$ cat src/hdl/tga_pkg.sv
// Shared constants, result kinds and controller/datapath command and status types.
package tga_pkg;

	// Largest accepted image width or height.
	localparam int MAX_DIM_DEFAULT = 4096;

	// Width of the 16-bit header size fields.
	localparam int HDR_FIELD_W = 16;

	// Result kinds.
	localparam logic [2:0] KIND_PIXEL     = 3'd0;
	localparam logic [2:0] KIND_HDR_OK    = 3'd1;
	localparam logic [2:0] KIND_DONE      = 3'd2;
	localparam logic [2:0] KIND_SHORT     = 3'd3;
	localparam logic [2:0] KIND_BAD_SIZE  = 3'd4;
	localparam logic [2:0] KIND_BAD_DEPTH = 3'd5;
	localparam logic [2:0] KIND_BAD_TYPE  = 3'd6;

	// Byte offsets within the 18-byte header.
	localparam logic [4:0] HDR_ID_LEN    = 5'd0;
	localparam logic [4:0] HDR_IMG_TYPE  = 5'd2;
	localparam logic [4:0] HDR_WIDTH_LO  = 5'd12;
	localparam logic [4:0] HDR_WIDTH_HI  = 5'd13;
	localparam logic [4:0] HDR_HEIGHT_LO = 5'd14;
	localparam logic [4:0] HDR_HEIGHT_HI = 5'd15;
	localparam logic [4:0] HDR_DEPTH     = 5'd16;
	localparam logic [4:0] HDR_DESC      = 5'd17;

	// Header field values and bit positions.
	localparam logic [7:0] TYPE_RAW      = 8'd2;
	localparam logic [7:0] TYPE_RLE      = 8'd10;
	localparam logic [7:0] DEPTH_24      = 8'd24;
	localparam logic [7:0] DEPTH_32      = 8'd32;
	localparam int         DESC_TOP_DOWN = 5;
	localparam int         PKT_RUN_BIT   = 7;
	localparam logic [7:0] ALPHA_OPAQUE  = 8'hFF;

	// Commands from the controller to the datapath.
	typedef struct packed {
		logic       byte_ready;
		logic       hdr_write;
		logic       hdr_accept;
		logic       id_dec;
		logic       pkt_load;
		logic       comp_write;
		logic       pix_emit;
		logic       adjust;
		logic       emit;
		logic [2:0] emit_kind;
		logic       emit_last;
		logic       clear;
	} cmd_t;

	// Status from the datapath to the controller.
	typedef struct packed {
		logic       byte_taken;
		logic       eof;
		logic       byte_last;
		logic [2:0] hdr_kind;
		logic       id_one;
		logic       id_zero;
		logic       type_rle;
		logic       pkt_run;
		logic       pkt_le1;
		logic       comp_last;
		logic       img_done;
		logic       col_over;
		logic       out_free;
	} status_t;

endpackage

$ cat src/hdl/tga_ifs.sv
// Valid/ready channel interfaces for the file bytes and the decoded results.
interface tga_byte_if;
	logic       valid;
	logic       ready;
	logic [7:0] data_byte;
	logic       end_of_file;

	modport source(output valid, data_byte, end_of_file, input ready);
	modport sink(input valid, data_byte, end_of_file, output ready);
endinterface

interface tga_result_if;
	logic        valid;
	logic        ready;
	logic [2:0]  kind;
	logic [23:0] pixel_index;
	logic [11:0] dest_x;
	logic [11:0] dest_y;
	logic [7:0]  run_length;
	logic [7:0]  blue;
	logic [7:0]  green;
	logic [7:0]  red;
	logic [7:0]  alpha;
	logic [12:0] image_width;
	logic [12:0] image_height;
	logic        last;

	modport source(output valid, kind, pixel_index, dest_x, dest_y, run_length, blue, green,
		red, alpha, image_width, image_height, last, input ready);
	modport sink(input valid, kind, pixel_index, dest_x, dest_y, run_length, blue, green,
		red, alpha, image_width, image_height, last, output ready);
endinterface

$ cat src/hdl/tga_rle_image_decoder.sv
// Each byte is taken in the idle state, latched and decoded; the final byte of a pixel then
// passes the emit and advance states, with one row wrap per row boundary that its span crosses.
// Every byte ends in the end-of-file check, and only then is a new byte taken.
// A stalled result sink holds the sequencer before the next result is loaded.
// Reset (asynchronous, active low) and the end of each file return the parser to the header.
module tga_rle_image_decoder #(
	parameter int MAX_DIM = tga_pkg::MAX_DIM_DEFAULT
) (
	input logic          clk,
	input logic          arst_n,
	tga_byte_if.sink     file_bytes,
	tga_result_if.source results
);
	import tga_pkg::*;

	cmd_t    cmd;
	status_t status;

	// Sequencer.
	tga_ctrl u_ctrl (
		.clk    (clk),
		.arst_n (arst_n),
		.status (status),
		.cmd    (cmd)
	);

	// Registers, counters and result register.
	tga_dp #(
		.MAX_DIM (MAX_DIM)
	) u_dp (
		.clk        (clk),
		.arst_n     (arst_n),
		.cmd        (cmd),
		.status     (status),
		.file_bytes (file_bytes),
		.results    (results)
	);
endmodule

$ cat src/hdl/tga_dp.sv
// Datapath: header registers, packet and pixel counters, coordinates and the result register.
module tga_dp #(
	parameter int MAX_DIM = tga_pkg::MAX_DIM_DEFAULT
) (
	input  logic             clk,
	input  logic             arst_n,
	input  tga_pkg::cmd_t    cmd,
	output tga_pkg::status_t status,
	tga_byte_if.sink         file_bytes,
	tga_result_if.source     results
);
	import tga_pkg::*;

	localparam int DIM_W = $clog2(MAX_DIM + 1);
	localparam int COL_W = $clog2(MAX_DIM + 128);
	localparam int PIX_W = $clog2(longint'(MAX_DIM) * longint'(MAX_DIM) + 1);
	localparam int REM_W = (PIX_W > 8) ? PIX_W : 8;

	typedef struct packed {
		logic [2:0]  kind;
		logic [23:0] pixel_index;
		logic [11:0] dest_x;
		logic [11:0] dest_y;
		logic [7:0]  run_length;
		logic [7:0]  blue;
		logic [7:0]  green;
		logic [7:0]  red;
		logic [7:0]  alpha;
		logic [12:0] image_width;
		logic [12:0] image_height;
		logic        last;
	} result_t;

	logic [7:0]              byte_q;
	logic                    eof_q;
	logic [4:0]              bc_q;
	logic [7:0]              id_len_q;
	logic [7:0]              img_type_q;
	logic [HDR_FIELD_W-1:0]  width_q;
	logic [HDR_FIELD_W-1:0]  height_q;
	logic [7:0]              depth_q;
	logic                    top_down_q;
	logic                    bpp4_q;
	logic [PIX_W-1:0]        total_q;
	logic [PIX_W-1:0]        pix_q;
	logic [COL_W-1:0]        col_q;
	logic [DIM_W-1:0]        row_q;
	logic [7:0]              pkt_left_q;
	logic                    pkt_run_q;
	logic [1:0]              comp_q;
	logic [7:0]              blue_q;
	logic [7:0]              green_q;
	logic [7:0]              red_q;
	logic                    out_valid_q;
	result_t                 res_q;

	logic                     byte_taken;
	logic                     out_free;
	logic                     size_bad;
	logic                     depth_bad;
	logic                     type_bad;
	logic [2:0]               hdr_kind;
	logic                     type_rle;
	logic                     comp_last;
	logic [2*HDR_FIELD_W-1:0] area;
	logic [REM_W-1:0]         remaining;
	logic [7:0]               run_cnt;
	logic [7:0]               span_cnt;
	logic [HDR_FIELD_W-1:0]   y_dest;
	result_t                  res_next;

	// Input handshake.
	assign file_bytes.ready = cmd.byte_ready;
	assign byte_taken       = file_bytes.valid & cmd.byte_ready;
	assign out_free         = !out_valid_q || results.ready;

	// Header checks in the order size, depth, type.
	assign size_bad  = (width_q == '0) || (height_q == '0) ||
		(width_q > HDR_FIELD_W'(MAX_DIM)) || (height_q > HDR_FIELD_W'(MAX_DIM));
	assign depth_bad = (depth_q != DEPTH_24) && (depth_q != DEPTH_32);
	assign type_bad  = (img_type_q != TYPE_RAW) && (img_type_q != TYPE_RLE);
	assign hdr_kind  = size_bad ? KIND_BAD_SIZE : depth_bad ? KIND_BAD_DEPTH :
		type_bad ? KIND_BAD_TYPE : KIND_HDR_OK;
	assign type_rle  = (img_type_q == TYPE_RLE);
	assign comp_last = (comp_q == (bpp4_q ? 2'd3 : 2'd2));
	assign area      = width_q * height_q;

	// Span length: a run packet is clipped to the pixels that remain.
	assign remaining = REM_W'(total_q) - REM_W'(pix_q);
	assign run_cnt   = (REM_W'(pkt_left_q) > remaining) ? remaining[7:0] : pkt_left_q;
	assign span_cnt  = (type_rle && pkt_run_q) ? run_cnt : 8'd1;

	// Destination row, flipped for bottom-up images.
	assign y_dest = top_down_q ? HDR_FIELD_W'(row_q) :
		height_q - HDR_FIELD_W'(1) - HDR_FIELD_W'(row_q);

	// Status back to the controller.
	assign status.byte_taken = byte_taken;
	assign status.eof        = eof_q;
	assign status.byte_last  = (bc_q == HDR_DESC);
	assign status.hdr_kind   = hdr_kind;
	assign status.id_one     = (id_len_q == 8'd1);
	assign status.id_zero    = (id_len_q == 8'd0);
	assign status.type_rle   = type_rle;
	assign status.pkt_run    = pkt_run_q;
	assign status.pkt_le1    = (pkt_left_q <= 8'd1);
	assign status.comp_last  = comp_last;
	assign status.img_done   = (pix_q >= total_q);
	assign status.col_over   = (col_q >= COL_W'(width_q));
	assign status.out_free   = out_free;

	// Latch the accepted byte.
	always_ff @(posedge clk) begin
		if (byte_taken) begin
			byte_q <= file_bytes.data_byte;
			eof_q  <= file_bytes.end_of_file;
		end
	end

	// Header, packet and position state.
	always_ff @(posedge clk or negedge arst_n) begin
		if (!arst_n) begin
			bc_q       <= '0;
			id_len_q   <= '0;
			img_type_q <= '0;
			width_q    <= '0;
			height_q   <= '0;
			depth_q    <= '0;
			top_down_q <= 1'b0;
			bpp4_q     <= 1'b0;
			total_q    <= '0;
			pix_q      <= '0;
			col_q      <= '0;
			row_q      <= '0;
			pkt_left_q <= '0;
			pkt_run_q  <= 1'b0;
			comp_q     <= '0;
		end else if (cmd.clear) begin
			bc_q       <= '0;
			id_len_q   <= '0;
			img_type_q <= '0;
			width_q    <= '0;
			height_q   <= '0;
			depth_q    <= '0;
			top_down_q <= 1'b0;
			bpp4_q     <= 1'b0;
			total_q    <= '0;
			pix_q      <= '0;
			col_q      <= '0;
			row_q      <= '0;
			pkt_left_q <= '0;
			pkt_run_q  <= 1'b0;
			comp_q     <= '0;
		end else begin
			if (cmd.hdr_write) begin
				case (bc_q)
					HDR_ID_LEN:    id_len_q       <= byte_q;
					HDR_IMG_TYPE:  img_type_q     <= byte_q;
					HDR_WIDTH_LO:  width_q[7:0]   <= byte_q;
					HDR_WIDTH_HI:  width_q[15:8]  <= byte_q;
					HDR_HEIGHT_LO: height_q[7:0]  <= byte_q;
					HDR_HEIGHT_HI: height_q[15:8] <= byte_q;
					HDR_DEPTH:     depth_q        <= byte_q;
					HDR_DESC:      top_down_q     <= byte_q[DESC_TOP_DOWN];
					default: begin
					end
				endcase
				if (bc_q != HDR_DESC) begin
					bc_q <= bc_q + 5'd1;
				end
			end
			if (cmd.hdr_accept) begin
				bpp4_q  <= (depth_q == DEPTH_32);
				total_q <= PIX_W'(area);
				pix_q   <= '0;
				col_q   <= '0;
				row_q   <= '0;
			end
			if (cmd.id_dec && (id_len_q != 8'd0)) begin
				id_len_q <= id_len_q - 8'd1;
			end
			if (cmd.pkt_load) begin
				pkt_left_q <= {1'b0, byte_q[6:0]} + 8'd1;
				pkt_run_q  <= byte_q[PKT_RUN_BIT];
				comp_q     <= '0;
			end
			if (cmd.comp_write) begin
				comp_q <= comp_last ? 2'd0 : comp_q + 2'd1;
			end
			if (cmd.pix_emit) begin
				pix_q <= pix_q + PIX_W'(span_cnt);
				col_q <= col_q + COL_W'(span_cnt);
				if (type_rle) begin
					if (pkt_run_q) begin
						pkt_left_q <= '0;
					end else if (pkt_left_q != 8'd0) begin
						pkt_left_q <= pkt_left_q - 8'd1;
					end
				end
			end
			// One row wrap per cycle after a span moves the column past the width.
			if (cmd.adjust) begin
				col_q <= col_q - COL_W'(width_q);
				row_q <= row_q + DIM_W'(1);
			end
		end
	end

	// Colour components of the pixel being assembled.
	always_ff @(posedge clk) begin
		if (cmd.comp_write) begin
			case (comp_q)
				2'd0:    blue_q  <= byte_q;
				2'd1:    green_q <= byte_q;
				2'd2:    red_q   <= byte_q;
				default: begin
				end
			endcase
		end
	end

	// Next result: fields that do not apply to the kind stay zero.
	always_comb begin
		res_next = '0;
		if (cmd.pix_emit) begin
			res_next.kind        = KIND_PIXEL;
			res_next.pixel_index = 24'(pix_q);
			res_next.dest_x      = 12'(col_q);
			res_next.dest_y      = y_dest[11:0];
			res_next.run_length  = span_cnt;
			res_next.blue        = blue_q;
			res_next.green       = green_q;
			res_next.red         = red_q;
			res_next.alpha       = bpp4_q ? byte_q : ALPHA_OPAQUE;
		end else begin
			res_next.kind = cmd.emit_kind;
			res_next.last = cmd.emit_last;
			if (cmd.emit_kind == KIND_HDR_OK) begin
				res_next.image_width  = 13'(width_q);
				res_next.image_height = 13'(height_q);
			end
		end
	end

	// Result register towards the sink.
	always_ff @(posedge clk or negedge arst_n) begin
		if (!arst_n) begin
			out_valid_q <= 1'b0;
		end else if (cmd.emit || cmd.pix_emit) begin
			out_valid_q <= 1'b1;
		end else if (results.ready) begin
			out_valid_q <= 1'b0;
		end
	end

	always_ff @(posedge clk) begin
		if (cmd.emit || cmd.pix_emit) begin
			res_q <= res_next;
		end
	end

	assign results.valid        = out_valid_q;
	assign results.kind         = res_q.kind;
	assign results.pixel_index  = res_q.pixel_index;
	assign results.dest_x       = res_q.dest_x;
	assign results.dest_y       = res_q.dest_y;
	assign results.run_length   = res_q.run_length;
	assign results.blue         = res_q.blue;
	assign results.green        = res_q.green;
	assign results.red          = res_q.red;
	assign results.alpha        = res_q.alpha;
	assign results.image_width  = res_q.image_width;
	assign results.image_height = res_q.image_height;
	assign results.last         = res_q.last;

	// A result is only loaded into a free result register.
	assert property (@(posedge clk) disable iff (!arst_n)
		(cmd.emit || cmd.pix_emit) |-> out_free)
		else $error("result loaded over a pending result");

	// Row wrapping has finished before the next span is emitted.
	assert property (@(posedge clk) disable iff (!arst_n)
		cmd.pix_emit |-> (17'(col_q) < 17'(width_q)))
		else $error("span emitted with column beyond width");

	// An accepted header always gives a non-empty image.
	assert property (@(posedge clk) disable iff (!arst_n)
		cmd.hdr_accept |=> (total_q != '0))
		else $error("accepted header with zero pixel total");
endmodule

$ cat src/hdl/tga_ctrl.sv
// Controller: file phase and per-byte sequencing of the datapath.
module tga_ctrl (
	input  logic             clk,
	input  logic             arst_n,
	input  tga_pkg::status_t status,
	output tga_pkg::cmd_t    cmd
);
	import tga_pkg::*;

	// Sequencer states.
	localparam logic [2:0] S_IDLE     = 3'd0;
	localparam logic [2:0] S_DECODE   = 3'd1;
	localparam logic [2:0] S_EMIT_PIX = 3'd2;
	localparam logic [2:0] S_ADVANCE  = 3'd3;
	localparam logic [2:0] S_EOF      = 3'd4;

	// File phases.
	localparam logic [2:0] PH_HEADER = 3'd0;
	localparam logic [2:0] PH_IDSKIP = 3'd1;
	localparam logic [2:0] PH_PACKET = 3'd2;
	localparam logic [2:0] PH_PIXEL  = 3'd3;
	localparam logic [2:0] PH_WAIT   = 3'd4;

	logic [2:0] state_q;
	logic [2:0] state_d;
	logic [2:0] phase_q;
	logic [2:0] phase_d;
	logic [2:0] ph_body;
	logic [2:0] ph_after_hdr;

	// Phase that follows the header or the ID field.
	assign ph_body      = status.type_rle ? PH_PACKET : PH_PIXEL;
	assign ph_after_hdr = status.id_zero ? ph_body : PH_IDSKIP;

	// Next state and commands.
	always_comb begin
		cmd            = '0;
		state_d        = state_q;
		phase_d        = phase_q;
		cmd.byte_ready = (state_q == S_IDLE);
		unique case (state_q)
			S_IDLE: begin
				if (status.byte_taken) begin
					state_d = S_DECODE;
				end
			end
			S_DECODE: begin
				if (status.out_free) begin
					state_d = S_EOF;
					unique case (phase_q)
						PH_HEADER: begin
							cmd.hdr_write = 1'b1;
							if (status.byte_last) begin
								cmd.emit      = 1'b1;
								cmd.emit_kind = status.hdr_kind;
								if (status.hdr_kind == KIND_HDR_OK) begin
									cmd.hdr_accept = 1'b1;
									phase_d        = ph_after_hdr;
								end else begin
									cmd.emit_last = 1'b1;
									phase_d       = PH_WAIT;
								end
							end
						end
						PH_IDSKIP: begin
							cmd.id_dec = 1'b1;
							if (status.id_one || status.id_zero) begin
								phase_d = ph_body;
							end
						end
						PH_PACKET: begin
							cmd.pkt_load = 1'b1;
							phase_d      = PH_PIXEL;
						end
						PH_PIXEL: begin
							cmd.comp_write = 1'b1;
							if (status.comp_last) begin
								state_d = S_EMIT_PIX;
							end
						end
						default: begin
						end
					endcase
				end
			end
			S_EMIT_PIX: begin
				if (status.out_free) begin
					cmd.pix_emit = 1'b1;
					state_d      = S_ADVANCE;
					if (status.type_rle) begin
						if (status.pkt_run || status.pkt_le1) begin
							phase_d = PH_PACKET;
						end else begin
							phase_d = PH_PIXEL;
						end
					end
				end
			end
			S_ADVANCE: begin
				if (status.img_done) begin
					if (status.out_free) begin
						cmd.emit      = 1'b1;
						cmd.emit_kind = KIND_DONE;
						cmd.emit_last = 1'b1;
						phase_d       = PH_WAIT;
						state_d       = S_EOF;
					end
				end else if (status.col_over) begin
					cmd.adjust = 1'b1;
				end else begin
					state_d = S_EOF;
				end
			end
			S_EOF: begin
				if (!status.eof) begin
					state_d = S_IDLE;
				end else if (phase_q == PH_WAIT) begin
					cmd.clear = 1'b1;
					phase_d   = PH_HEADER;
					state_d   = S_IDLE;
				end else if (status.out_free) begin
					cmd.emit      = 1'b1;
					cmd.emit_kind = (phase_q == PH_HEADER) ? KIND_SHORT : KIND_DONE;
					cmd.emit_last = 1'b1;
					cmd.clear     = 1'b1;
					phase_d       = PH_HEADER;
					state_d       = S_IDLE;
				end
			end
			default: begin
				state_d = S_IDLE;
			end
		endcase
	end

	// State registers.
	always_ff @(posedge clk or negedge arst_n) begin
		if (!arst_n) begin
			state_q <= S_IDLE;
			phase_q <= PH_HEADER;
		end else begin
			state_q <= state_d;
			phase_q <= phase_d;
		end
	end

	// The end of a file always brings the parser back to the header.
	assert property (@(posedge clk) disable iff (!arst_n)
		cmd.clear |=> (phase_q == PH_HEADER))
		else $error("phase not back at header after end of file");

	// An accepted header always leaves the header phase.
	assert property (@(posedge clk) disable iff (!arst_n)
		cmd.hdr_accept |=> (phase_q != PH_HEADER))
		else $error("still in header phase after header accepted");

	// A span is emitted only once its final component byte has been decoded.
	assert property (@(posedge clk) disable iff (!arst_n)
		cmd.pix_emit |-> ($past(state_q) == S_DECODE || $past(state_q) == S_EMIT_PIX))
		else $error("span emitted out of sequence");
endmodule

$ cat src/flat_wrapper.sv
// flat-port wrapper written by rule: the top's interface ports become plain ports
module tga_rle_image_decoder_flat import tga_pkg::*;
#(
	parameter int MAX_DIM = tga_pkg::MAX_DIM_DEFAULT
)
  (clk, arst_n, file_bytes_valid, file_bytes_data_byte, file_bytes_end_of_file, file_bytes_ready, results_valid, results_kind, results_pixel_index, results_dest_x, results_dest_y, results_run_length, results_blue, results_green, results_red, results_alpha, results_image_width, results_image_height, results_last, results_ready);
  tga_byte_if file_bytes_i ();
  tga_result_if results_i ();
  input logic clk;
  input logic arst_n;
  input wire logic [$bits(file_bytes_i.valid)-1:0] file_bytes_valid;
  input wire logic [$bits(file_bytes_i.data_byte)-1:0] file_bytes_data_byte;
  input wire logic [$bits(file_bytes_i.end_of_file)-1:0] file_bytes_end_of_file;
  output wire logic [$bits(file_bytes_i.ready)-1:0] file_bytes_ready;
  output wire logic [$bits(results_i.valid)-1:0] results_valid;
  output wire logic [$bits(results_i.kind)-1:0] results_kind;
  output wire logic [$bits(results_i.pixel_index)-1:0] results_pixel_index;
  output wire logic [$bits(results_i.dest_x)-1:0] results_dest_x;
  output wire logic [$bits(results_i.dest_y)-1:0] results_dest_y;
  output wire logic [$bits(results_i.run_length)-1:0] results_run_length;
  output wire logic [$bits(results_i.blue)-1:0] results_blue;
  output wire logic [$bits(results_i.green)-1:0] results_green;
  output wire logic [$bits(results_i.red)-1:0] results_red;
  output wire logic [$bits(results_i.alpha)-1:0] results_alpha;
  output wire logic [$bits(results_i.image_width)-1:0] results_image_width;
  output wire logic [$bits(results_i.image_height)-1:0] results_image_height;
  output wire logic [$bits(results_i.last)-1:0] results_last;
  input wire logic [$bits(results_i.ready)-1:0] results_ready;
  assign file_bytes_i.valid = file_bytes_valid;
  assign file_bytes_i.data_byte = file_bytes_data_byte;
  assign file_bytes_i.end_of_file = file_bytes_end_of_file;
  assign file_bytes_ready = file_bytes_i.ready;
  assign results_valid = results_i.valid;
  assign results_kind = results_i.kind;
  assign results_pixel_index = results_i.pixel_index;
  assign results_dest_x = results_i.dest_x;
  assign results_dest_y = results_i.dest_y;
  assign results_run_length = results_i.run_length;
  assign results_blue = results_i.blue;
  assign results_green = results_i.green;
  assign results_red = results_i.red;
  assign results_alpha = results_i.alpha;
  assign results_image_width = results_i.image_width;
  assign results_image_height = results_i.image_height;
  assign results_last = results_i.last;
  assign results_i.ready = results_ready;
  tga_rle_image_decoder #(.MAX_DIM(MAX_DIM)) u_core (.clk(clk), .arst_n(arst_n), .file_bytes(file_bytes_i), .results(results_i));
endmodule
$ cat config.mk
export PLATFORM = sky130hd
export DESIGN_NAME = tga_rle_image_decoder_flat
export DESIGN_NICKNAME = d
export VERILOG_FILES = /design/src/hdl/tga_pkg.sv /design/src/hdl/tga_ifs.sv /design/src/hdl/tga_rle_image_decoder.sv /design/src/hdl/tga_dp.sv /design/src/hdl/tga_ctrl.sv /design/src/flat_wrapper.sv
export SDC_FILE = /design/constraint.sdc
export NUM_CORES = 1
export LEC_CHECK = 0
export ABC_CLOCK_PERIOD_IN_PS = 7600
export BUFFER_PORTS_ARGS = -buffer_cell sky130_fd_sc_hd__buf_2
export CAP_MARGIN = 20
export CORE_AREA = 2 2 223 225
export CTS_CLUSTER_DIAMETER = 50
export DETAILED_ROUTE_END_ITERATION = 10
export DIE_AREA = 0 0 225 227
export GPL_TIMING_DRIVEN = 0
export PLACE_DENSITY = 0.67
export SLEW_MARGIN = 20
export SYNTH_ARGS = -nofsm -noshare
export SYNTH_HDL_FRONTEND = slang
export SYNTH_SLANG_ARGS = --single-unit
$ cat constraint.sdc
create_clock -name clk -period 7.6 [get_ports clk]
set_input_delay 2.28 -clock clk [delete_from_list [all_inputs] [get_ports clk]]
set_output_delay 2.28 -clock clk [all_outputs]
set_load 0.01 [all_outputs]
---- Word-level counts from Yosys, hierarchy flattened ----
Index checks and enable logic that the tools add are counted.
storage, ports and cells
  flip-flop bits (word level) ............. 308
  logic and storage cells ................. 265
  input bits .............................. 13
operators by class
  muxes and demuxes ....................... 110
  bitwise logic cells ..................... 2
  order comparisons ....................... 6
  reductions and logical operators ........ 55
  equal/unequal tests ..................... 42
  multiply operators ...................... 1
  $add $sub $neg .......................... 12
operators with widths
  kind                   number
  $mux 8                 23
  $mux 25                5
  $mux 13                6
  $mux 3                 23
  $mux 16                4
  $mux 5                 11
  $gt 16x13->1 const B   2
  $logic_not 16->1       2
  $mux 1                 26
  $add 25x8->25          1
  $ge 25x25->1           1
  $gt 8x25->1            1
  $mul 16x16->25         1
  $sub 25x25->25         1
  $reduce_and 2->1       12
  $reduce_bool 2->1      12
  $eq 5x4->1 const B     4
  $reduce_bool 8->1      2
  $sub 8x1->8 const B    2
  $pmux 3 s5             1
  $pmux 5 s3             1
  $reduce_bool 3->1      5
  $add 13x1->13 const B  1
  $add 13x8->13          1
  other kinds (48)       80

---- Logic depth before layout (Yosys ltp) ----
Gate-level depths: netlist of run 1.
  depth after elaboration ................. 17
  mapped depth ............................ 33
  depth with buffers taken out ............ 32

---- Hierarchy ----
From an unflattened synthesis of run 1, not the netlist that was laid out.
unflattened totals
  cells, all modules ...................... 2655
  area total of the unflattened synthesis .. 24728.7 sq um
by module, submodules not included
  module    cells each  times used  area an instance (sq um)  seq. area each (sq um)
  tga_dp    2563        1           24035.6                   8287.9
  tga_ctrl  92          1           693.2                     150.1

---- Least setup slack after synthesis of run 1 ----
Ideal clock, no wire load.
  path type ............................... in2reg
  from .................................... input port results_ready
  to ...................................... register u_core.u_dp.res_q (netlist bit u_core.u_dp.results.alpha[0]) (enable)
  arrival ................................. 6.083 ns
  setup slack ............................. 0.175 ns
  cell stages on the path ................. 6
  setup time .............................. 1.342 ns
  path through ............................ nand2b_1 nand3_1 clkbuf_1 clkbuf_1 buf_1 nand3_1
between the ends
  longest elaborated chain between the ends .. 6
  elaborated cells between the ends (all ways) .. 11
  classes of those cells .................. mux (9); reduce/logical (2)
RTL lines
  element               line                source
  start, declared       flat_wrapper.sv:28  input wire logic [$bits(results_i.ready)-1:0] results_ready;
  $logic_or 1x1->1 *    tga_dp.sv:75        assign out_free = !out_valid_q || results.ready;
  $mux 6                tga_ctrl.sv:121     end else if (status.out_free) begin
  $mux 5                tga_ctrl.sv:117     end else if (phase_q == PH_WAIT) begin
  $mux 6                tga_ctrl.sv:115     if (!status.eof) begin
  $pmux 5 s3            tga_ctrl.sv:41      unique case (state_q)
  $logic_or 1x1->1 *    tga_dp.sv:257       if (cmd.emit || cmd.pix_emit) begin
  end signal, assigned  tga_dp.sv:258       res_q <= res_next;
  end, declared         tga_dp.sv:55        result_t res_q;
Every way passes the cells marked *; elsewhere a longest branch is shown, timed or not.
A chain may end at the register's enable or synchronous reset.

---- Final worst setup path of run 1 ----
  from .................................... register u_core.u_dp.width_q[2]
  to ...................................... register u_core.u_dp.total_q[23]
between the ends
  longest elaborated chain between the ends .. 12
  elaborated cells between the ends (all ways) .. 16
  classes of those cells .................. mul (1); order compare (1); eq/ne (1); mux (8); reduce/logical (5)
RTL lines
  element                                                  line           source
  start, declared                                          tga_dp.sv:39   logic [HDR_FIELD_W-1:0] width_q;
  start signal, assigned                                   tga_dp.sv:159  HDR_WIDTH_LO: width_q[7:0] <= byte_q;
  branches (longest 12 deep; another with $mul 16x16->25)  -
  end signal, assigned                                     tga_dp.sv:174  total_q <= PIX_W'(area);
  end, declared                                            tga_dp.sv:44   logic [PIX_W-1:0] total_q;
Several ways; the timed one is not identified. The select of a mux whose other input is x is not followed.

==> out/results.txt, run 1 <==
Outcome: completed
Place WS: -173.0 ps
R2R setup slack: 200 ps
Net count, final: 3108
Total CTS buffers: 40
Yosys top cell area share: 0.1890
Fin util: 0.5570
Final hold violations: 0
CP max stage delay: 570 ps
Chip Width: 225 um
Worst reg-to-reg path cell count: 22
YS warnings: 0
Final period util: 0.9739
Ys async rst share: 0.5081
Worst EP arrival: 7800 ps
Met1 Resource Use GR: 0.3713
Fin cells: 3410
Vias in the first global route: 19.78k
WS Path Type: reg2reg
Initial antenna violation count: 2
CTS Hold Bufs: 0
Layout Area Growth over Synthesis: 12.72%
FF-to-FF Start: u_core.u_dp.width_q[2]
Post-synthesis net count: 2929
Most frequent CP cell: fa_1
Largest net degree at the start of global routing: 86
TritonCTS sink count: 307
Rel. slew slack: 0.2320
Drt wl/cell: 20.42 um
DRT Wirelength: 69630 um
PortBufs: 132
CP endpoint kind: register
Fmax: 135.1 MHz
Post-synthesis sequential area ratio: 0.3517
GRT Overall Usage: 0.2757
Slew Limit Fails: 0
Total number of vias: 19.63k
Worst-Margin Slew: 1142 ps
Die Ht: 227 um
Minimum clock period: 7402 ps
Grt met2 use: 0.4520
Clock Latency Late Sink: 580 ps
Min-Delay Path Class: reg2reg
Yosys top cell by area: edfxtp_1
Netlist Area Pre-Place: 23990 um^2
DRC: 0
Layout cells sized above 1: 0.08970
CTS Buffer Depth: 3
Top Usage Layer GRT: met2
Syn_area_per_cell: 9.309 um^2
H-tree Lvls: 2
Critical Path RT: 8000 ps
Cell area power density: 287.4 nW/um^2
CTS tree: done
Worst Setup EP: u_core.u_dp.total_q[23]
MaxCap Viol Count: 0
PnR worst setup slack: 198.1 ps
Root Driver: clkbuf_16
Crit Path Max Fanout: 10
Post-DP HPWL: 52840 um
Post-route antenna net violation count: 0
Flops & latches, synth: 307
# setup viols final: 0
Largest cells by area after synthesis: edfxtp_1 (19%), dfrtp_1 (16%), fa_1 (15%)
GR Util met3: 0.04530
Final Power: 7.773 mW
CTS clk-pin slew, worst paths: 60 ps
Yosys cell types: 73
Final hold slack: 494.5 ps
Most frequent cell after synthesis: inv_1
Crit path from: u_core.u_dp.width_q[2]
DR pass1 iterations: 6
Top FF cell, synth: dfrtp_1
Startpoint types: register
Top cells by count, synth: inv_1 (321), nand2_1 (254), nor2_1 (238)
Placed cells: 3334
Critical-path cell list: clkbuf_1 > clkbuf_1 > nand2_1 > fa_1 > inv_1 > fa_1 > ha_1 > fa_1 > inv_1 > fa_1 > fa_1 > inv_1 > ha_1 > o21a_1 > o21ai_0 > a21oi_1 > o31a_1 > o41ai_2 > o31ai_1 > o41ai_1 > xor2_1 > mux2i_1
Post-synth EDFFs: 151
Die area: 51080 um^2
Site row count: 81
Effective utilization at floorplan: 0.4942
Cells after synthesis: 2577
Initial drt markers: 1691
IO Count: 133
Cell at the slowest stage of the critical path: clkbuf_1
Core area: 48550 um^2
Vias/cell: 5.757
Leak: 12.13 nW
VDD IR max: 0.0001853 V
Placer Congestion: 0.9215
Reg2Reg Capture Point: u_core.u_dp.total_q[23]
Worst Skew: 40.18 ps
First-pass GRT wire length: 108700 um
Remaining Overflow, GRT: 0
## timing repair
action,CTS,global route
resized for setup,2,26
buffers inserted,0,3
setup endpoints to repair,6,23
pin swaps,0,3
## per-layer routing
layer  routed length [um]  vias to the layer above
li1                     -                     9001
met1                29360                     9718
met2                33030                      758
met3                 5039                      151
met4                 2188                        2
met5                   13                        -
## sequential cells by signal (all words and copies together), names as in the netlist, 13 cells and up
signal                            flops
u_core.u_dp.width_q                  16
u_core.u_dp.results.image_height     13
u_core.u_dp.height_q                 16
u_core.u_dp.total_q                  25
u_core.u_dp.results.image_width      13
u_core.u_dp.pix_q                    25
u_core.u_dp.col_q                    13
u_core.u_dp.results.pixel_index      24
## worst min path at each step
stage | end | start | depth (start not counted)
6_report | u_core.u_dp.pix_q[20] | u_core.u_dp.pix_q[20] | 1
5_1_grt | u_core.u_dp.results.blue[5] | u_core.u_dp.blue_q[5] | 1
4_1_cts | u_core.u_dp.pix_q[20] | u_core.u_dp.pix_q[20] | 1
3_5_place_dp | u_core.u_dp.pix_q[20] | u_core.u_dp.pix_q[20] | 1
3_3_place_gp | u_core.u_dp.pix_q[15] | u_core.u_dp.pix_q[15] | 1
2_1_floorplan | u_core.u_dp.pix_q[20] | u_core.u_dp.pix_q[20] | 1
## kinds of logic after synthesis
family / after synthesis / synth area share
AO/OA/AOI/OAI: 461 / 0.1207
XOR/XNOR: 89 / 0.03249
adder cells (fa/ha/maj): 339 / 0.2331
buffers and inverters: 448 / 0.07052
flip-flops: 307 / 0.3517
multiplexers: 21 / 0.009180
AND/OR/NAND/NOR: 912 / 0.1822
## final cells by class
| cell class | count | area, um^2 |
|---|---|---|
| inverter | 323 | 1212 |
| sequential | 307 | 8439 |
| multi-input combinational | 1822 | 13930 |
| tap | 622 | 778.2 |
| clock buffer | 53 | 1145 |
| timing repair buffer | 138 | 775.7 |
| buffer | 124 | 481.7 |
| antenna | 1 | 2.502 |
| clock inverter | 20 | 270.3 |
| fill | 4304 | 21510 |
## where the power goes
group,switching (mW),internal [mW]
logic,2.10,1.28
clock network,0.770,1.25
registers,0.294,2.08
## critical path, delay by kind of cell (launching register included)
family / cells / cell delay [ps]
AOI/OAI and AO/OA: 7 / 1760
xor gates and xnor gates: 1 / 360
adders and majority gates: 7 / 3160
buffers and inverters: 5 / 1250
DFF: 1 / 360
muxes: 1 / 130
and+or+nand+nor: 1 / 170
## placed cells by master (no fill, tap or decap), types with 58 or more instances in the layout
| master | instances |
|---|---|
| xnor2_1 | 58 |
| a21oi_1 | 134 |
| dfrtp_1 | 155 |
| buf_2 | 139 |
| nand3_1 | 85 |
| and2_1 | 163 |
| edfxtp_1 | 151 |
| inv_1 | 321 |
| nand2_1 | 254 |
| fa_1 | 180 |
| nor2_1 | 236 |
| clkbuf_1 | 102 |
| o21ai_0 | 118 |
| ha_1 | 159 |
## metrics by stage
step,cell area [um^2],TNS (ps)
finish,27040,0
global route,27040,-37.47
detailed placement,25530,-358.3
floorplan,23990,0
global placement,25430,-354870
CTS,26960,0
(Power assumes the default switching activity.)
==> run 2: changes to the inputs <==
--- a/config.mk
+++ b/config.mk
@@ -8,10 +8,11 @@
 export ABC_CLOCK_PERIOD_IN_PS = 7600
 export BUFFER_PORTS_ARGS = -buffer_cell sky130_fd_sc_hd__buf_2
 export CAP_MARGIN = 20
-export CORE_AREA = 2 2 223 225
+export CORE_AREA = 2 2 234 213
+export CTS_BUF_LIST = sky130_fd_sc_hd__clkbuf_4 sky130_fd_sc_hd__clkbuf_8 sky130_fd_sc_hd__clkbuf_16
 export CTS_CLUSTER_DIAMETER = 50
 export DETAILED_ROUTE_END_ITERATION = 10
-export DIE_AREA = 0 0 225 227
+export DIE_AREA = 0 0 236 215
 export GPL_TIMING_DRIVEN = 0
 export PLACE_DENSITY = 0.67
 export SLEW_MARGIN = 20
==> out/results.txt, run 2 (synthesized netlist as in run 1, its figures left out) <==
Die Ht: 215 um (was 227 um)
VDD IR max: 0.0001750 V (was 0.0001853 V)
Initial drt markers: 1808 (was 1691)
GRT Overall Usage: 0.2742 (was 0.2757)
First-pass GRT wire length: 107900 um (was 108700 um)
Core area: 48460 um^2 (was 48550 um^2)
CP max stage delay: 440 ps (was 570 ps)
# setup viols final: 0 (unchanged)
Layout cells sized above 1: 0.08983 (was 0.08970)
Die area: 50740 um^2 (was 51080 um^2)
CTS tree: done (unchanged)
Cell at the slowest stage of the critical path: dfrtp_2 (was clkbuf_1)
CP endpoint kind: register (unchanged)
Total CTS buffers: 39 (was 40)
Worst Skew: 33.92 ps (was 40.18 ps)
Post-route antenna net violation count: 0 (unchanged)
Leak: 12.08 nW (was 12.13 nW)
Commonest non-fill, non-tap cell in the layout: inv_1 (unchanged)
Vias in the first global route: 19.37k (was 19.78k)
TritonCTS sink count: 307 (unchanged)
Net count, final: 3105 (was 3108)
Cell area power density: 285.2 nW/um^2 (was 287.4 nW/um^2)
Clock Latency Late Sink: 580 ps (about the same)
Chip Width: 236 um (was 225 um)
Fmax: 139.0 MHz (was 135.1 MHz)
CTS Hold Bufs: 0 (unchanged)
Slew Limit Fails: 0 (unchanged)
Critical Path RT: 8090 ps (was 8000 ps)
Remaining Overflow, GRT: 0 (unchanged)
Initial antenna violation count: 1 (was 2)
Total negative slack: 0 ps (unchanged)
Filler cell count: 4373 (was 4304)
DRT Wirelength: 69640 um (was 69630 um)
Final hold violations: 0 (unchanged)
IO Count: 133 (unchanged)
Final period util: 0.9465 (was 0.9739)
MaxCap Viol Count: 0 (unchanged)
Placer Congestion: 0.9151 (was 0.9215)
DRC: 0 (unchanged)
Worst-Margin Slew: 1064 ps (was 1142 ps)
Most frequent cells in the layout: inv_1 (321), nand2_1 (254), nor2_1 (237) (was inv_1 (321), nand2_1 (254), nor2_1 (236))
Root Driver: clkbuf_16 (unchanged)
Final hold slack: 492.1 ps (was 494.5 ps)
Layout Area Growth over Synthesis: 12.40% (was 12.72%)
Largest net degree at the start of global routing: 84 (was 86)
H-tree Lvls: 2 (unchanged)
PortBufs: 132 (unchanged)
Vias/cell: 5.733 (was 5.757)
WS Path Type: reg2reg (unchanged)
Total number of vias: 19.58k (was 19.63k)
Startpoint types: register (unchanged)
Drt wl/cell: 20.39 um (was 20.42 um)
Site row count: 77 (was 81)
DR pass1 iterations: 7 (was 6)
CTS clk-pin slew, worst paths: 60 ps (about the same)
Minimum clock period: 7194 ps (was 7402 ps)
Worst EP arrival: 7690 ps (was 7800 ps)
Effective utilization at floorplan: 0.4950 (was 0.4942)
Outcome: completed (unchanged)
Most frequent CP cell: a21o_1 (was fa_1)
CTS Buffer Depth: 3 (unchanged)
Min-Delay Path Class: reg2reg (unchanged)
Rel. slew slack: 0.2904 (was 0.2320)
Crit Path Max Fanout: 9 (was 10)
RSZ-0062 raised after global routing: false
Post-DP HPWL: 53300 um (was 52840 um)
[run 2: cell count changes in the layout (fill, tap and decap cells not counted), sizes merged]
cell | previous run | this run
inv | 327 | 326
clkinv | 11 | 13
buf | 163 | 160
clkbuf | 152 | 148
clkinvlp | 0 | 2
[run 2: worst paths after layout]
kind                                       start                        end  slack [ps]  cells past startpoint
min in group asynchronous                 arst_n  u_core.u_dp.pkt_left_q[3]        1680                      1
max reg2reg                 u_core.u_dp.pix_q[1]      u_core.u_dp.pix_q[21]         410                     32
max                         u_core.u_dp.pix_q[1]      u_core.u_dp.pix_q[21]         410                     32
min reg2reg                u_core.u_dp.pix_q[20]      u_core.u_dp.pix_q[20]         490                      1
min                        u_core.u_dp.pix_q[20]      u_core.u_dp.pix_q[20]         490                      1
max in group asynchronous                 arst_n     u_core.u_dp.width_q[3]        5040                      2
[run 2: final cells by class]
type	instances	area, um^2	area share
inverters	323	1212	0.04497
clock inverters	23	317.8	0.01179
diodes	1	2.502	0.00009281
well taps	632	790.8	0.02933
multi-input cells	1822	13920	0.5164
repair buffers	136	753.2	0.02793
plain buffers	124	479.2	0.01777
flip-flops and latches	307	8439	0.3130
clock buffers	48	1044	0.03870
[run 2: per-layer routing]
layer  part of all wire  up-vias  track usage
li1                   -     8993            -
met1               0.43     9622       0.3810
met2               0.45      831       0.4250
met3              0.084      135      0.05845
met4              0.032        2      0.09958
met5            0.00026        -            0
[run 2: critical path, delay by kind of cell (launching register included)]
family | cells | cell delay [ps]
flip-flops | 1 | 440
AND/OR/NAND/NOR | 10 | 1910
XOR/XNOR | 1 | 290
buffers and inverters | 2 | 380
multiplexers | 1 | 380
adder cells (fa/ha/maj) | 3 | 850
AO/OA/AOI/OAI | 15 | 2830
[run 2: power breakdown]
group          internal [mW]  total [mW]  leakage (nW)  switching, mW
combinational           1.28        3.38          7.88           2.10
sequential              2.08        2.38          3.53          0.291
clock                   1.17        1.93         0.667          0.762
[run 2: repair_timing]
| item | CTS | global route |
|---|---|---|
| setup buffers | 0 | 1 |
| gates resized for setup | 1 | 17 |
| pin swaps | 0 | 2 |
| endpoints found under the setup margin | 1 | 20 |
| cloned | 0 | 0 |
[run 2: per-stage QoR]
stage / instance area [um^2] / total power [mW] / instances / utilization / setup WS [ps]
CTS: 26910 / 7.637 / 3415 / 0.5552 / 4.484
finish: 26960 / 7.691 / 3416 / 0.5564 / 406.4
global route: 26960 / 8.157 / 3415 / 0.5564 / 9.500
global placement: 25440 / 5.632 / 3341 / 0.5250 / -3017
floorplan: 23990 / 4.698 / 2577 / - / 175.2
detailed placement: 25540 / 5.688 / 3344 / 0.5270 / -43.13
==> run 3: changes to the inputs <==
--- a/config.mk
+++ b/config.mk
@@ -15,6 +15,7 @@
 export DIE_AREA = 0 0 236 215
 export GPL_TIMING_DRIVEN = 0
 export PLACE_DENSITY = 0.67
+export RECOVER_POWER = 50
 export SLEW_MARGIN = 20
 export SYNTH_ARGS = -nofsm -noshare
 export SYNTH_HDL_FRONTEND = slang
==> out/results.txt, run 3 (synthesized netlist as in run 1, its figures left out) <==
CP max stage delay: 680 ps (was 440 ps)
Failing checks: capacitance limit, slew limit
Crit Path Max Fanout: 10 (was 9)
Net count, final: 3105 (unchanged)
Largest net degree at the start of global routing: 84 (unchanged)
DRT Wirelength: 69750 um (was 69640 um)
Critical Path RT: 8040 ps (was 8090 ps)
RSZ-0062 raised after global routing: false (unchanged)
Sequential cell area: 8439 um^2 (unchanged)
Slew Limit Fails: 74 (was 0)
Drt wl/cell: 20.42 um (was 20.39 um)
Worst EP arrival: 7630 ps (was 7690 ps)
Site row count: 77 (unchanged)
Total negative slack: 0 ps (unchanged)
Most frequent CP cell: fa_1 (was a21o_1)
Min-Delay Path Class: reg2reg (unchanged)
CTS clk-pin slew, worst paths: 60 ps (about the same)
Minimum clock period: 7194 ps (about the same)
Cell at the slowest stage of the critical path: clkbuf_1 (was dfrtp_2)
DR pass1 iterations: 6 (was 7)
Post-DP HPWL: 53300 um (unchanged)
Final hold violations: 0 (unchanged)
PortBufs: 132 (unchanged)
Core area: 48460 um^2 (unchanged)
CTS tree: done (unchanged)
Effective utilization at floorplan: 0.4950 (unchanged)
Die Ht: 215 um (unchanged)
CP endpoint kind: register (unchanged)
Startpoint types: register (unchanged)
Worst Skew: 28.68 ps (was 33.92 ps)
GRT Overall Usage: 0.2742 (unchanged)
MaxCap Viol Count: 1 (was 0)
Fmax: 139.0 MHz (about the same)
Post-route antenna net violation count: 0 (unchanged)
Area of the multi-input gates: 13910 um^2 (was 13920 um^2)
Chip Width: 236 um (unchanged)
CTS Buffer Depth: 3 (unchanged)
Total CTS buffers: 39 (unchanged)
Crit path max-delay family: adder cells (was compound AO/OA/AOI/OAI gates)
Filler cell count: 4442 (was 4373)
Clock Latency Late Sink: 580 ps (about the same)
Die area: 50740 um^2 (unchanged)
First-pass GRT wire length: 107900 um (unchanged)
WS Path Type: reg2reg (unchanged)
Layout cells sized above 1: 0.04527 (was 0.08983)
Total number of vias: 19.60k (was 19.58k)
Initial drt markers: 1791 (was 1808)
# setup viols final: 0 (unchanged)
Final period util: 0.9466 (was 0.9465)
Buffers and inverters on the worst path: 7 (was 2)
H-tree Lvls: 2 (unchanged)
Most frequent cells in the layout: inv_1 (321), nand2_1 (254), nor2_1 (237) (unchanged)
VDD IR max: 0.0001817 V (was 0.0001750 V)
DRC: 0 (unchanged)
Layout Area Growth over Synthesis: 11.67% (was 12.40%)
Remaining Overflow, GRT: 0 (unchanged)
Commonest non-fill, non-tap cell in the layout: inv_1 (unchanged)
Placed cells: 3344 (unchanged)
TritonCTS sink count: 307 (unchanged)
IO Count: 133 (unchanged)
Initial antenna violation count: 1 (unchanged)
Vias/cell: 5.737 (was 5.733)
Root Driver: clkbuf_16 (unchanged)
Rel. slew slack: -1.976 (was 0.2904)
CTS Hold Bufs: 0 (unchanged)
Vias in the first global route: 19.37k (unchanged)
Placer Congestion: 0.9151 (unchanged)
Worst-Margin Slew: 4464 ps (was 1064 ps)
Fin cells: 3416 (unchanged)
Outcome: finished, violations left (was completed)
Cell area power density: 285.5 nW/um^2 (was 285.2 nW/um^2)
Leak: 11.71 nW (was 12.08 nW)
## run 3: through the flow
stage	power, mW	utilization	cell area, um^2	hold slack (ps)	setup WS (ps)
5_1_grt	8.112	0.5528	26790	521.1	9.500
6_report	7.649	0.5528	26790	499.5	406.2
3_5_place_dp	5.688	0.5270	25540	481.3	-43.13
2_1_floorplan	4.698	-	23990	450.5	175.2
3_3_place_gp	5.632	0.5250	25440	475.8	-3017
4_1_cts	7.637	0.5552	26910	493.7	4.484
## run 3: final cells by class
type                    count  area share
multi-input cells        1822      0.5193
well taps                 632     0.02952
clock buffers              48     0.03895
clock inverters            23     0.01186
inverters                 323     0.04526
repair buffers            136     0.02209
flip-flops and latches    307      0.3150
plain buffers             124     0.01789
diodes                      1  0.00009341
## run 3: per-layer routing
metal  wire length (um)  track usage
met1              30770       0.3810
met2              31320       0.4250
met3               5351      0.05845
met4               2292      0.09958
met5                 18            0
## run 3: worst paths after layout
| check | start | end | slack (ps) | cells past startpoint |
|---|---|---|---|---|
| worst max register to register | u_core.u_dp.width_q[11] | u_core.u_dp.total_q[24] | 410 | 25 |
| min in group asynchronous | arst_n | u_core.u_dp.pkt_left_q[5] | 3300 | 1 |
| max in group asynchronous | arst_n | u_core.u_dp.pix_q[1] | 1450 | 1 |
| worst max-delay path | u_core.u_dp.width_q[11] | u_core.u_dp.total_q[24] | 410 | 25 |
| worst min register to register | u_core.u_dp.pix_q[15] | u_core.u_dp.pix_q[15] | 500 | 1 |
| worst min-delay path | u_core.u_dp.pix_q[15] | u_core.u_dp.pix_q[15] | 500 | 1 |
## run 3: worst register-to-register path: stages (launching register included)
cell and delay, ps:
dfrtp_1 320, clkbuf_1 470, clkbuf_1 680, nand2_1 170, fa_1 540, inv_1 50
fa_1 480, inv_1 60, fa_1 490, fa_1 540, inv_1 50, fa_1 490
inv_1 50, fa_1 480, inv_1 50, ha_1 340, a21o_1 210, a21o_1 170
a21oi_1 240, nor2b_1 80, a31oi_1 200, o211ai_1 180, a31o_2 270, a21oi_1 170
xnor2_1 200, o21ai_0 120
## run 3: what timing repair did
item,CTS,global route
pin swaps,0,2
gates resized for setup,1,17
buffers inserted,0,1
endpoints found under the setup margin,1,20
## run 3: power breakdown
part / internal [mW] / total [mW] / switching [mW]
registers: 2.08 / 2.38 / 0.296
clock network: 1.17 / 1.93 / 0.764
logic: 1.25 / 3.33 / 2.09
